## src/rtl/core/ttb_pkg.sv

```systemverilog
// Shared types and constants of the triangle tile binner.
package ttb_pkg;

  localparam int DEF_GRID_COLUMNS = 8;
  localparam int DEF_GRID_ROWS    = 8;
  localparam int MAX_PAIRS        = 64;

  localparam int COORD_W    = 16;
  localparam int TRI_W      = 16;
  localparam int TILE_IDX_W = 6;
  localparam int BINNED_W   = 16;
  localparam int TOUCHED_W  = 7;
  localparam int LOG2_W     = 4;
  localparam int SHIFT_W    = 5;
  localparam int FRAC_W     = 4;
  localparam int GRID_POS_W = 6;
  localparam int PAIR_CNT_W = 7;
  localparam int CFG_IDX_W  = 2;

  localparam int IN_TDATA_W  = TRI_W + 6 * COORD_W;
  localparam int IN_TUSER_W  = 2;
  localparam int OUT_USED_W  = TILE_IDX_W + TRI_W + BINNED_W + TOUCHED_W;
  localparam int OUT_TDATA_W = 48;
  localparam int OUT_PAD_W   = OUT_TDATA_W - OUT_USED_W;

  localparam logic [LOG2_W-1:0] TILE_LOG2_RESET = 4'd5;

  localparam logic [CFG_IDX_W-1:0] CFG_TILE_WIDTH_LOG2  = 2'd0;
  localparam logic [CFG_IDX_W-1:0] CFG_TILE_HEIGHT_LOG2 = 2'd1;

  typedef logic signed [COORD_W-1:0] coord_t;

  typedef struct packed {
    logic                  empty;
    logic [GRID_POS_W-1:0] col_lo;
    logic [GRID_POS_W-1:0] col_hi;
    logic [GRID_POS_W-1:0] row_lo;
    logic [GRID_POS_W-1:0] row_hi;
  } bbox_t;

  typedef enum logic [2:0] {
    ST_CLEAR,
    ST_IDLE,
    ST_SETUP,
    ST_START,
    ST_WALK
  } state_e;

endpackage

```

## src/rtl/core/ttb_ram.sv

```systemverilog
// Generic single-write, single-read RAM with a registered read port.
module ttb_ram #(
  parameter int WIDTH = 1,
  parameter int DEPTH = 64
) (
  input  logic                                   clk_i,
  input  logic                                   we_i,
  input  logic [((DEPTH > 1) ? $clog2(DEPTH) : 1)-1:0] waddr_i,
  input  logic [WIDTH-1:0]                       wdata_i,
  input  logic [((DEPTH > 1) ? $clog2(DEPTH) : 1)-1:0] raddr_i,
  output logic [WIDTH-1:0]                       rdata_o
);

  logic [WIDTH-1:0] mem_q [DEPTH];
  logic [WIDTH-1:0] rdata_q;

  always_ff @(posedge clk_i) begin
    if (we_i) begin
      mem_q[waddr_i] <= wdata_i;
    end
    rdata_q <= mem_q[raddr_i];
  end

  assign rdata_o = rdata_q;

endmodule

```

## src/rtl/core/ttb_bbox.sv

```systemverilog
// Tile bounding box unit: vertex min/max, tile shifts and clamping to the grid.
module ttb_bbox import ttb_pkg::*; #(
  parameter int GRID_COLUMNS = DEF_GRID_COLUMNS,
  parameter int GRID_ROWS    = DEF_GRID_ROWS
) (
  input  logic              clk_i,
  input  logic              load_i,
  input  coord_t            vert_x_i [3],
  input  coord_t            vert_y_i [3],
  input  logic              update_i,
  input  logic [LOG2_W-1:0] tile_width_log2_i,
  input  logic [LOG2_W-1:0] tile_height_log2_i,
  output bbox_t             bbox_o
);

  localparam logic signed [COORD_W:0] COL_LAST = (COORD_W + 1)'(GRID_COLUMNS - 1);
  localparam logic signed [COORD_W:0] ROW_LAST = (COORD_W + 1)'(GRID_ROWS - 1);

  coord_t min_x_q, max_x_q, min_y_q, max_y_q;
  bbox_t  bbox_q;

  logic [SHIFT_W-1:0]      shift_x, shift_y;
  logic signed [COORD_W:0] x_lo, x_hi, y_lo, y_hi;
  logic signed [COORD_W:0] x_lo_c, x_hi_c, y_lo_c, y_hi_c;

  function automatic coord_t min3(coord_t a, coord_t b, coord_t c);
    coord_t m;
    m = (a < b) ? a : b;
    return (m < c) ? m : c;
  endfunction

  function automatic coord_t max3(coord_t a, coord_t b, coord_t c);
    coord_t m;
    m = (a > b) ? a : b;
    return (m > c) ? m : c;
  endfunction

  // First tile: floor(v / 2^s), an arithmetic shift.
  function automatic logic signed [COORD_W:0] tile_floor(coord_t v, logic [SHIFT_W-1:0] s);
    logic signed [COORD_W:0] ext;
    ext = {v[COORD_W-1], v};
    return ext >>> s;
  endfunction

  // Last tile: ceil(v / 2^s) - 1, which equals floor((v - 1) / 2^s).
  function automatic logic signed [COORD_W:0] tile_last(coord_t v, logic [SHIFT_W-1:0] s);
    logic signed [COORD_W:0] ext;
    ext = {v[COORD_W-1], v} - (COORD_W + 1)'(1);
    return ext >>> s;
  endfunction

  always_ff @(posedge clk_i) begin
    if (load_i) begin
      min_x_q <= min3(vert_x_i[0], vert_x_i[1], vert_x_i[2]);
      max_x_q <= max3(vert_x_i[0], vert_x_i[1], vert_x_i[2]);
      min_y_q <= min3(vert_y_i[0], vert_y_i[1], vert_y_i[2]);
      max_y_q <= max3(vert_y_i[0], vert_y_i[1], vert_y_i[2]);
    end
  end

  always_comb begin
    shift_x = SHIFT_W'(tile_width_log2_i) + SHIFT_W'(FRAC_W);
    shift_y = SHIFT_W'(tile_height_log2_i) + SHIFT_W'(FRAC_W);
    x_lo    = tile_floor(min_x_q, shift_x);
    x_hi    = tile_last(max_x_q, shift_x);
    y_lo    = tile_floor(min_y_q, shift_y);
    y_hi    = tile_last(max_y_q, shift_y);
    x_lo_c  = x_lo[COORD_W] ? '0 : x_lo;
    y_lo_c  = y_lo[COORD_W] ? '0 : y_lo;
    x_hi_c  = (x_hi > COL_LAST) ? COL_LAST : x_hi;
    y_hi_c  = (y_hi > ROW_LAST) ? ROW_LAST : y_hi;
  end

  always_ff @(posedge clk_i) begin
    if (update_i) begin
      bbox_q.empty  <= (x_lo_c > x_hi_c) || (y_lo_c > y_hi_c);
      bbox_q.col_lo <= x_lo_c[GRID_POS_W-1:0];
      bbox_q.col_hi <= x_hi_c[GRID_POS_W-1:0];
      bbox_q.row_lo <= y_lo_c[GRID_POS_W-1:0];
      bbox_q.row_hi <= y_hi_c[GRID_POS_W-1:0];
    end
  end

  assign bbox_o = bbox_q;

endmodule

```

## src/rtl/core/triangle_tile_binner.sv

```systemverilog
// Triangle tile binner top level: control, tile walk, occupancy map and counters.
// Flow: an accepted item has its box set up in ST_SETUP, then its walk starts in ST_START.
// Throughput: one tile pair per cycle from the occupancy RAM read port while the output is
// not stalled; culled items and empty boxes give no pairs.
// A batch start adds a sweep over all GRID_COLUMNS * GRID_ROWS entries that clears the map.
// Reset: the same sweep runs after reset before the first item; both tile sizes reset to 5.
module triangle_tile_binner import ttb_pkg::*; #(
  parameter int GRID_COLUMNS = DEF_GRID_COLUMNS,
  parameter int GRID_ROWS    = DEF_GRID_ROWS
) (
  input  logic                   clk_i,
  input  logic                   rst_ni,
  // Fields from bit 0: triangle_index, vertex0_x, vertex0_y, vertex1_x, vertex1_y,
  // vertex2_x, vertex2_y.
  input  logic [IN_TDATA_W-1:0]  s_axis_tdata,
  // Fields from bit 0: culled, batch_start.
  input  logic [IN_TUSER_W-1:0]  s_axis_tuser,
  input  logic                   s_axis_tvalid,
  output logic                   s_axis_tready,
  // Fields from bit 0: tile_index, binned_triangle, triangle count, touched tile count.
  output logic [OUT_TDATA_W-1:0] m_axis_tdata,
  output logic                   m_axis_tlast,
  output logic                   m_axis_tvalid,
  input  logic                   m_axis_tready,
  input  logic                   cfg_valid_i,
  output logic                   cfg_ready_o,
  input  logic [CFG_IDX_W-1:0]   cfg_index_i,
  input  logic [LOG2_W-1:0]      cfg_data_i
);

  localparam int TILE_COUNT = GRID_COLUMNS * GRID_ROWS;
  localparam int TILE_AW    = (TILE_COUNT > 1) ? $clog2(TILE_COUNT) : 1;
  localparam logic [TILE_AW-1:0]    LAST_TILE_ADDR = TILE_AW'(TILE_COUNT - 1);
  localparam logic [PAIR_CNT_W-1:0] LAST_PAIR      = PAIR_CNT_W'(MAX_PAIRS - 1);

  state_e state_q, state_d;

  logic [LOG2_W-1:0] tile_w_q, tile_h_q;
  logic [TRI_W-1:0]  tri_q;
  logic              culled_q;
  logic              item_pending_q;

  logic s_accept, in_culled, in_batch;
  logic clearing, bbox_update, walk_start, walk_issue, walk_last;

  coord_t vert_x [3];
  coord_t vert_y [3];
  bbox_t  bbox;

  logic [TILE_AW-1:0]    clr_q;
  logic [GRID_POS_W-1:0] col_q, row_q;
  logic [PAIR_CNT_W-1:0] n_q;
  logic [TILE_AW-1:0]    walk_addr;

  logic               s2_valid_q, s2_last_q, s2_fire, s2_stall;
  logic [TILE_AW-1:0] s2_addr_q;
  logic               out_free;

  logic               ram_we, ram_wdata, occupied;
  logic [TILE_AW-1:0] ram_waddr, ram_raddr;

  logic [BINNED_W-1:0]   binned_q;
  logic [TOUCHED_W-1:0]  touched_q, touched_next;
  logic                  touched_hit;

  logic                  out_valid_q, out_last_q;
  logic [TILE_IDX_W-1:0] out_tile_q;
  logic [TRI_W-1:0]      out_tri_q;
  logic [BINNED_W-1:0]   out_binned_q;
  logic [TOUCHED_W-1:0]  out_touched_q;

  assign in_culled     = s_axis_tuser[0];
  assign in_batch      = s_axis_tuser[1];
  assign s_axis_tready = (state_q == ST_IDLE) && !s2_valid_q;
  assign s_accept      = s_axis_tvalid && s_axis_tready;
  assign cfg_ready_o   = 1'b1;

  always_comb begin
    for (int k = 0; k < 3; k++) begin
      vert_x[k] = coord_t'(s_axis_tdata[TRI_W + 2 * k * COORD_W +: COORD_W]);
      vert_y[k] = coord_t'(s_axis_tdata[TRI_W + (2 * k + 1) * COORD_W +: COORD_W]);
    end
  end

  ttb_bbox #(
    .GRID_COLUMNS(GRID_COLUMNS),
    .GRID_ROWS   (GRID_ROWS)
  ) u_bbox (
    .clk_i             (clk_i),
    .load_i            (s_accept),
    .vert_x_i          (vert_x),
    .vert_y_i          (vert_y),
    .update_i          (bbox_update),
    .tile_width_log2_i (tile_w_q),
    .tile_height_log2_i(tile_h_q),
    .bbox_o            (bbox)
  );

  // Configuration registers.
  always_ff @(posedge clk_i or negedge rst_ni) begin
    if (!rst_ni) begin
      tile_w_q <= TILE_LOG2_RESET;
      tile_h_q <= TILE_LOG2_RESET;
    end else if (cfg_valid_i) begin
      case (cfg_index_i)
        CFG_TILE_WIDTH_LOG2:  tile_w_q <= cfg_data_i;
        CFG_TILE_HEIGHT_LOG2: tile_h_q <= cfg_data_i;
        default: ;
      endcase
    end
  end

  // Tile walk: row-major over the clamped box.
  assign walk_addr = TILE_AW'(int'(row_q) * GRID_COLUMNS + int'(col_q));
  assign walk_last = ((row_q == bbox.row_hi) && (col_q == bbox.col_hi)) || (n_q == LAST_PAIR);

  always_comb begin
    state_d = state_q;
    case (state_q)
      ST_CLEAR: begin
        if (clr_q == LAST_TILE_ADDR) begin
          state_d = (item_pending_q && !culled_q) ? ST_SETUP : ST_IDLE;
        end
      end
      ST_IDLE: begin
        if (s_accept) begin
          if (in_batch) begin
            state_d = ST_CLEAR;
          end else if (!in_culled) begin
            state_d = ST_SETUP;
          end
        end
      end
      ST_SETUP: state_d = ST_START;
      ST_START: state_d = bbox.empty ? ST_IDLE : ST_WALK;
      ST_WALK: begin
        if (walk_issue && walk_last) begin
          state_d = ST_IDLE;
        end
      end
      default: state_d = ST_IDLE;
    endcase
  end

  always_comb begin
    clearing    = 1'b0;
    bbox_update = 1'b0;
    walk_start  = 1'b0;
    walk_issue  = 1'b0;
    case (state_q)
      ST_CLEAR: clearing    = 1'b1;
      ST_SETUP: bbox_update = 1'b1;
      ST_START: walk_start  = !bbox.empty;
      ST_WALK:  walk_issue  = !s2_valid_q || s2_fire;
      default: ;
    endcase
  end

  always_ff @(posedge clk_i or negedge rst_ni) begin
    if (!rst_ni) begin
      state_q        <= ST_CLEAR;
      clr_q          <= '0;
      item_pending_q <= 1'b0;
      culled_q       <= 1'b0;
    end else begin
      state_q <= state_d;
      clr_q   <= clearing ? clr_q + TILE_AW'(1) : '0;
      if (s_accept) begin
        item_pending_q <= 1'b1;
        culled_q       <= in_culled;
      end
    end
  end

  always_ff @(posedge clk_i) begin
    if (s_accept) begin
      tri_q <= s_axis_tdata[TRI_W-1:0];
    end
  end

  always_ff @(posedge clk_i or negedge rst_ni) begin
    if (!rst_ni) begin
      col_q <= '0;
      row_q <= '0;
      n_q   <= '0;
    end else if (walk_start) begin
      col_q <= bbox.col_lo;
      row_q <= bbox.row_lo;
      n_q   <= '0;
    end else if (walk_issue) begin
      n_q <= n_q + PAIR_CNT_W'(1);
      if (col_q == bbox.col_hi) begin
        col_q <= bbox.col_lo;
        row_q <= row_q + GRID_POS_W'(1);
      end else begin
        col_q <= col_q + GRID_POS_W'(1);
      end
    end
  end

  // Read stage: the map bit arrives in the cycle after the address. While the output
  // is stalled the same address is read again, so the data stays current.
  assign out_free = !out_valid_q || m_axis_tready;
  assign s2_fire  = s2_valid_q && out_free;
  assign s2_stall = s2_valid_q && !out_free;

  always_ff @(posedge clk_i or negedge rst_ni) begin
    if (!rst_ni) begin
      s2_valid_q <= 1'b0;
    end else if (walk_issue) begin
      s2_valid_q <= 1'b1;
    end else if (s2_fire) begin
      s2_valid_q <= 1'b0;
    end
  end

  always_ff @(posedge clk_i) begin
    if (walk_issue) begin
      s2_addr_q <= walk_addr;
      s2_last_q <= walk_last;
    end
  end

  // A new item is only taken once the last pair has written the map, so reads and
  // writes of one entry never overlap.
  assign ram_we    = clearing || s2_fire;
  assign ram_waddr = clearing ? clr_q : s2_addr_q;
  assign ram_wdata = !clearing;
  assign ram_raddr = s2_stall ? s2_addr_q : walk_addr;

  ttb_ram #(
    .WIDTH(1),
    .DEPTH(TILE_COUNT)
  ) u_occupancy (
    .clk_i  (clk_i),
    .we_i   (ram_we),
    .waddr_i(ram_waddr),
    .wdata_i(ram_wdata),
    .raddr_i(ram_raddr),
    .rdata_o(occupied)
  );

  // Batch counters, both saturating.
  assign touched_hit  = s2_fire && !occupied && (touched_q != '1);
  assign touched_next = touched_q + TOUCHED_W'(touched_hit);

  always_ff @(posedge clk_i or negedge rst_ni) begin
    if (!rst_ni) begin
      binned_q  <= '0;
      touched_q <= '0;
    end else if (s_accept && in_batch) begin
      binned_q  <= '0;
      touched_q <= '0;
    end else begin
      touched_q <= touched_next;
      if (walk_start && (binned_q != '1)) begin
        binned_q <= binned_q + BINNED_W'(1);
      end
    end
  end

  // Output register.
  always_ff @(posedge clk_i or negedge rst_ni) begin
    if (!rst_ni) begin
      out_valid_q <= 1'b0;
    end else if (s2_fire) begin
      out_valid_q <= 1'b1;
    end else if (m_axis_tready) begin
      out_valid_q <= 1'b0;
    end
  end

  always_ff @(posedge clk_i) begin
    if (s2_fire) begin
      out_tile_q    <= TILE_IDX_W'(s2_addr_q);
      out_tri_q     <= tri_q;
      out_last_q    <= s2_last_q;
      out_binned_q  <= binned_q;
      out_touched_q <= touched_next;
    end
  end

  assign m_axis_tvalid = out_valid_q;
  assign m_axis_tlast  = out_last_q;
  assign m_axis_tdata  = {{OUT_PAD_W{1'b0}}, out_touched_q, out_binned_q, out_tri_q, out_tile_q};

  // A new read never targets the entry that is being written back.
  assert property (@(posedge clk_i) disable iff (!rst_ni)
    (walk_issue && s2_fire) |-> (walk_addr != s2_addr_q))
    else $error("occupancy read and write collide on one entry");

  // Once the last pair of a triangle leaves the read stage, the walk is over.
  assert property (@(posedge clk_i) disable iff (!rst_ni)
    (s2_fire && s2_last_q) |-> (state_q != ST_WALK))
    else $error("tile walk still running after its last pair");

  // The clearing sweep never runs alongside a pending map access.
  assert property (@(posedge clk_i) disable iff (!rst_ni)
    (state_q == ST_CLEAR) |-> (!s2_valid_q && !walk_issue))
    else $error("map access during clearing sweep");

  // The touched-tile count changes only when a pair goes out or a batch starts.
  assert property (@(posedge clk_i) disable iff (!rst_ni)
    (!s2_fire && !s_accept) |=> $stable(touched_q))
    else $error("touched-tile count changed without a pair");

endmodule
```

## config.mk

```make
export PLATFORM = sky130hd
export DESIGN_NAME = triangle_tile_binner
export DESIGN_NICKNAME = d
export VERILOG_FILES = /design/src/rtl/core/ttb_pkg.sv /design/src/rtl/core/ttb_ram.sv /design/src/rtl/core/ttb_bbox.sv /design/src/rtl/core/triangle_tile_binner.sv
export SDC_FILE = /design/constraint.sdc
export NUM_CORES = 1
export LEC_CHECK = 0
export BUFFER_PORTS_ARGS = -buffer_cell sky130_fd_sc_hd__buf_2
export CAP_MARGIN = 20
export CORE_ASPECT_RATIO = 1.75
export CORE_MARGIN = 2
export CORE_UTILIZATION = 53
export DETAILED_ROUTE_END_ITERATION = 6
export GPL_ROUTABILITY_DRIVEN = 0
export GPL_TIMING_DRIVEN = 1
export PLACE_DENSITY = 0.74
export REMOVE_ABC_BUFFERS = 1
export SLEW_MARGIN = 20
export SYNTH_ARGS = -nofsm -noshare
export SYNTH_HDL_FRONTEND = slang
export SYNTH_HIERARCHICAL = 1
export SYNTH_SLANG_ARGS = --single-unit
export TNS_END_PERCENT = 20
```

## constraint.sdc

```tcl
create_clock -name clk_i -period 13.9 [get_ports clk_i]
set_clock_uncertainty 0.05 [all_clocks]
set_input_delay 4.17 -clock clk_i [delete_from_list [all_inputs] [get_ports clk_i]]
set_output_delay 4.17 -clock clk_i [all_outputs]
set_load 0.02 [all_outputs]
```

# Yosys cells after proc, flatten, opt, wreduce, memory -nomap -nowiden
# Memory sizes are Yosys's and may differ from the RTL's. A register that Yosys moved wholly into a read port is not among the register bits.
# Cells that the tools add are included.
[word_totals]
register_bits = 221
ramBits = 64
input_bits = 125
out_inout_bits = 52
wordCells = 151
memories = 1
[op_classes]
add_sub_neg = 11
magnitude_cmp = 12
n_eq_ne = 15
shifts = 4
muxes = 44
reduce_logical = 34
[mem_list]
columns = ["name", "depth", "word_bits", "read_ports", "rd_ports_with_merged_regs", "wr", "line", "source"]
rows = [
  ["u_occupancy.mem_q", 64, 1, 1, 1, 1, "ttb_ram.sv:14", "logic [WIDTH-1:0] mem_q [DEPTH];"],
]
[op_table]
columns = ["operator", "count"]
rows = [
  ["2-to-1 mux 16 bit", 12],
  ["greater-than comparator 16 bit", 4],
  ["< comparator 16 bit", 4],
  ["2-to-1 mux 6 bit", 9],
  ["greater-than comparator 17 bit", 2],
  ["greater-than comparator 17 x 4 -> 1 bit, second input constant", 2],
  ["2-to-1 mux 17 bit", 2],
  [">>> shifter 16 x 5 -> 17 bit", 2],
  [">>> shifter 17 x 5 -> 17 bit", 2],
  ["subtractor 16 x 2 -> 17 bit, second input constant", 2],
  ["2-to-1 mux 7 bit", 3],
  ["adder 6 x 1 -> 6 bit, second input constant", 3],
  ["2-to-1 mux 3 bit", 6],
  ["adder 16 x 1 -> 16 bit, second input constant", 1],
  ["!= test 16 bit, second input constant", 1],
  ["case mux 3 bit (5 select lines)", 1],
  ["== test 6 bit", 2],
  ["logical AND 1 bit", 11],
  ["adder 4 x 3 -> 5 bit, second input constant", 2],
  ["2-to-1 mux 1 bit", 10],
  ["nonzero test 2 bit", 5],
  ["adder 7 x 1 -> 7 bit", 1],
  ["adder 7 x 1 -> 7 bit, second input constant", 1],
  ["== test 7 x 6 -> 1 bit, second input constant", 1],
  ["other kinds (16)", 31],
]

# Depth between registers and ports, before layout
[logic_depth]
word_depth = 8
mapped_depth = 25
mapped_depth_nobuf = 23

# Modules after synthesis
# Netlist, hierarchy kept.
[by_module_without_submodules]
columns = ["module", "n_inst", "cells_per_inst", "area_per_inst_um2", "seq_area_each_um2"]
rows = [
  ["ttb_bbox", 1, 1370, 11464.7, 2672.6],
  ["triangle_tile_binner", 1, 457, 5723.0, 3653.5],
  ["ttb_ram", 1, 204, 2914.0, 1941.9],
]

# Worst setup path after synthesis
# Ideal clock, no wire load.
[synth_timing]
path_type = "input to register"
startpoint = "in s_axis_tdata[53]"
endpoint = "reg u_bbox.max_x_q[15] (data pin)"
setup_time_ns = 0.265
arrival_ns = 8.788
required_time_ns = 13.585
path_slack_ns = 4.796
cell_stages = 22
n_path_buf = 3
cell_sequence = "inv_1 ha_1 a21o_1 a21o_1 a2111oi_0 o221ai_1 mux2i_1 a31o_2 clkbuf_1 buf_1 mux2_2 ha_1 nor2b_1 o21a_1 o21a_1 o21ai_0 nand2b_1 a21oi_1 or3_1 a221oi_1 clkbuf_1 o21ai_0"
[synth_via]
elab_chain_len = 4
[synth_lines]
columns = ["element", "line", "source"]
rows = [
  ["from (decl)", "triangle_tile_binner.sv:15", "input logic [IN_TDATA_W-1:0] s_axis_tdata,"],
  ["greater-than comparator 16 bit", "ttb_bbox.sv:34", "m = (a > b) ? a : b;"],
  ["2-to-1 mux 16 bit (*)", "ttb_bbox.sv:34", ""],
  ["greater-than comparator 16 bit", "ttb_bbox.sv:35", "return (m > c) ? m : c;"],
  ["2-to-1 mux 16 bit (*)", "ttb_bbox.sv:35", ""],
  ["to (signal assigned)", "ttb_bbox.sv:55", "max_x_q <= max3(vert_x_i[0], vert_x_i[1], vert_x_i[2]);"],
  ["to (decl)", "ttb_bbox.sv:19", "coord_t min_x_q, max_x_q, min_y_q, max_y_q;"],
]
# Every way passes the cells marked *; elsewhere a longest branch is shown, timed or not.
# A chain may end at the register's enable or synchronous reset.

# Worst setup path in the final report
[layout_timing]
startpoint = "in s_axis_tdata[65]"
endpoint = "reg u_bbox.max_y_q[9] (data pin)"
[layout_via]
elab_chain_len = 4
[layout_lines]
columns = ["element", "line", "source"]
rows = [
  ["greater-than comparator 16 bit", "ttb_bbox.sv:34", ""],
  ["2-to-1 mux 16 bit (*)", "ttb_bbox.sv:34", ""],
  ["greater-than comparator 16 bit", "ttb_bbox.sv:35", ""],
  ["2-to-1 mux 16 bit (*)", "ttb_bbox.sv:35", ""],
  ["to (signal assigned)", "ttb_bbox.sv:57", "max_y_q <= max3(vert_y_i[0], vert_y_i[1], vert_y_i[2]);"],
  ["to (decl)", "ttb_bbox.sv:19", ""],
]
# Marks and branches as above.

==> results.ini <==
[run_status]
status=finished, final reports clean

[setup_path]
cp-start-kind=input pin
critPathKind=in2reg
required_ps=14160
cp.arrival_ps=9450
r2r_slack_ps=7700
slowest_stage=o31a_1
crit_fanout=31
path_cells=buf_2 -> inv_1 -> ha_1 -> nor2b_1 -> o21a_1 -> o21ai_0 -> nand2b_1 -> a211oi_1 -> mux2_2 -> o31a_1 -> o21ai_0 -> ha_1 -> nor2b_1 -> o21a_1 -> o21a_1 -> o21a_1 -> o21ai_0 -> nand2b_1 -> a21oi_1 -> o2111ai_1 -> and3_1 -> mux2_2
crit_top_cell=o21a_1
critPathMaxStageDelay_ps=860
end_kind=register

[clock_network]
root_buffer=clkbuf_16
cts_buffer_depth=3
insertion_delay_ps=560
htree_levels=1
cts-hold-fix-buffers=0
cts_tree=yes
clk_pin_slew_ps=60
post_cts_resized=0
clock_sinks=286
postCtsSetupBuffers=0
cts_buffers=26

[floorplanning]
core_um2=37500
start_util_pct=53.6
dieWidth_um=151
rows=94
die_h_um=262
dieArea_um2=39600
num_io_pins=177

[cells_and_area]
syn_to_final_growth_pct=9.53
final_common_cell=nand2_1
drive_gt1_share_pct=17.4
n_antenna_cell=0
most-common-layout-cells=nand2_1, edfxtp_1, nor2_1
final_area_um2=22000
fin_nets=2399

[grt]
antenna_found_initial=2
grt_pass1_vias=16000
grt_pass1_wl_um=78000
grt_max_degree=85
grt_util_all_layers_pct=24.4
grt_overflow=0

[detailed_routing]
routedWlPerCell_um=18.5
viasPerCell=6.13
detail_route.first_pass.iterations=5
drc=0
ant_nets=0
num_vias=16200
drt-total-wl_um=48800
drt_iter0_drc=989

[timing]
finalHoldViolCount=0
tightestPinTransition_ps=1090
fmaxAchievable_ghz=0.109
setup_viol=0
rsz0062_at_grt=false
min_period_ps=9190
finalCritPeriodShare_pct=66.1
drv_slew=0
fin_setup_tns_ps=0
relSlewSlack_pct=27.1

[yosys]
synth_seq_cells=286
synthDistinctLibCells=110
synthFlopType=edfxtp_1
synthArstFlopShare_pct=22.0
synth_area_per_cell_um2=9.90
synth_edf_count=222
syn_area_um2=20100
ys_seq_area_share_pct=41.1
syn_inst=2031
ys_warn_count=6

[power_and_ir_drop]
p_leak_uw=0.00884
pwr_density_cell_nw_per_um2=157
vdd_drop_max_v=0.0000890

[min_path]
hp-class=reg2reg

[placement]
dpl_cell_area_um2=21200
placement.io_buffers=172
hpwlAfterDp_um=37600

[run]
cap_violations=0

[critical path, delay by kind of cell]
kind | cells | cell delay [ps]
fa+ha+maj | 2 | 660
mux | 2 | 890
compound gates | 11 | 2430
simple gates | 5 | 1160
buf+inv | 2 | 140
[layer usage]
| metal | share of wire [%] | GRT usage, % | wire, µm | vias up |
|---|---|---|---|---|
| li1 | - | - | - | 7747 |
| met1 | 36 | 25.1 | 17500 | 7623 |
| met2 | 53 | 46.4 | 26100 | 576 |
| met3 | 4.0 | 2.22 | 1970 | 212 |
| met4 | 6.7 | 15.4 | 3270 | 4 |
| met5 | 0.049 | 0 | 24 | - |
[through the flow]
step                setup WS [ps]  hold WS, ps  instances  utilization [%]  power [µW]
floorplan                    3260          350       1928                -        2350
global placement             4340          351       2589             56.5        2730
detailed placement           4170          355       2589             56.5        2770
CTS                          4740          370       2637             58.7        3470
global route                 4260          377       2637             58.7        3670
finish                       4710          370       2637             58.7        3470
[kinds of logic after synthesis]
kind of cell,count (synthesis),share of synthesized area [%]
XOR/XNOR,67,2.96
flip-flops,286,41.1
AO/OA/AOI/OAI,408,13.3
adder cells (fa/ha/maj),137,8.56
buffers and inverters,205,4.06
multiplexers,175,10.9
AND/OR/NAND/NOR,751,19.0
other,2,0.0374
[area by class of cell]
class	count	area [µm²]
clock buffer	36	708
clock inverter	12	101
fill	3162	15500
inverter	100	375
multi-input combinational	1542	11000
sequential	286	8270
tap	480	601
timing repair buffer	181	928
[report_power, final]
group | switching, µW | total, µW | leakage, µW | internal, µW
clock network | 306 | 682 | 0.000390 | 376
registers | 153 | 1320 | 0.00285 | 1170
logic | 904 | 1460 | 0.00560 | 556
total | 1360 | 3470 | 0.00884 | 2100
[registers in the layout, summed over array words and instances, names as in the netlist, 7 cells and up]
register and flops:
u_occupancy/mem_q 64, u_bbox/bbox_o 25, binned_q 16, out_binned_q 16, out_tri_q 16, tri_q 16, u_bbox/max_x_q 16, u_bbox/max_y_q 16
u_bbox/min_x_q 16, u_bbox/min_y_q 16, n_q 7, out_touched_q 7, touched_q 7
[cells in the mapped netlist (all sizes together) (29+ instances only)]
library cell | n | area, µm²
dfrtp | 59 | 1480
xnor2 | 33 | 297
mux2 | 95 | 1070
clkbuf | 76 | 287
nand4 | 49 | 307
buf | 29 | 155
edfxtp | 222 | 6670
ha | 136 | 1700
nor2 | 179 | 674
mux2i | 56 | 561
a21oi | 96 | 495
nand2 | 225 | 847
o21ai | 116 | 584
inv | 98 | 368
nor3 | 34 | 185
nand2b | 35 | 219
nand3 | 55 | 275
xor2 | 34 | 298
nor2b | 44 | 275
[final timing paths]
| path | cells past startpoint | endpoint | start |
|---|---|---|---|
| worst max-delay path | 22 | u_bbox/max_y_q[9] | s_axis_tdata[65] |
| worst min-delay path | 0 | out_tri_q[2] | tri_q[2] |
| worst max register to register | 20 | u_bbox/bbox_o[24] | tile_h_q[0] |
| worst min register to register | 0 | out_tri_q[2] | tri_q[2] |
| max in group asynchronous | 2 | tile_h_q[1] | rst_ni |
| min in group asynchronous | 2 | binned_q[7] | rst_ni |
Note: power is estimated with default switching activity, not from simulation.
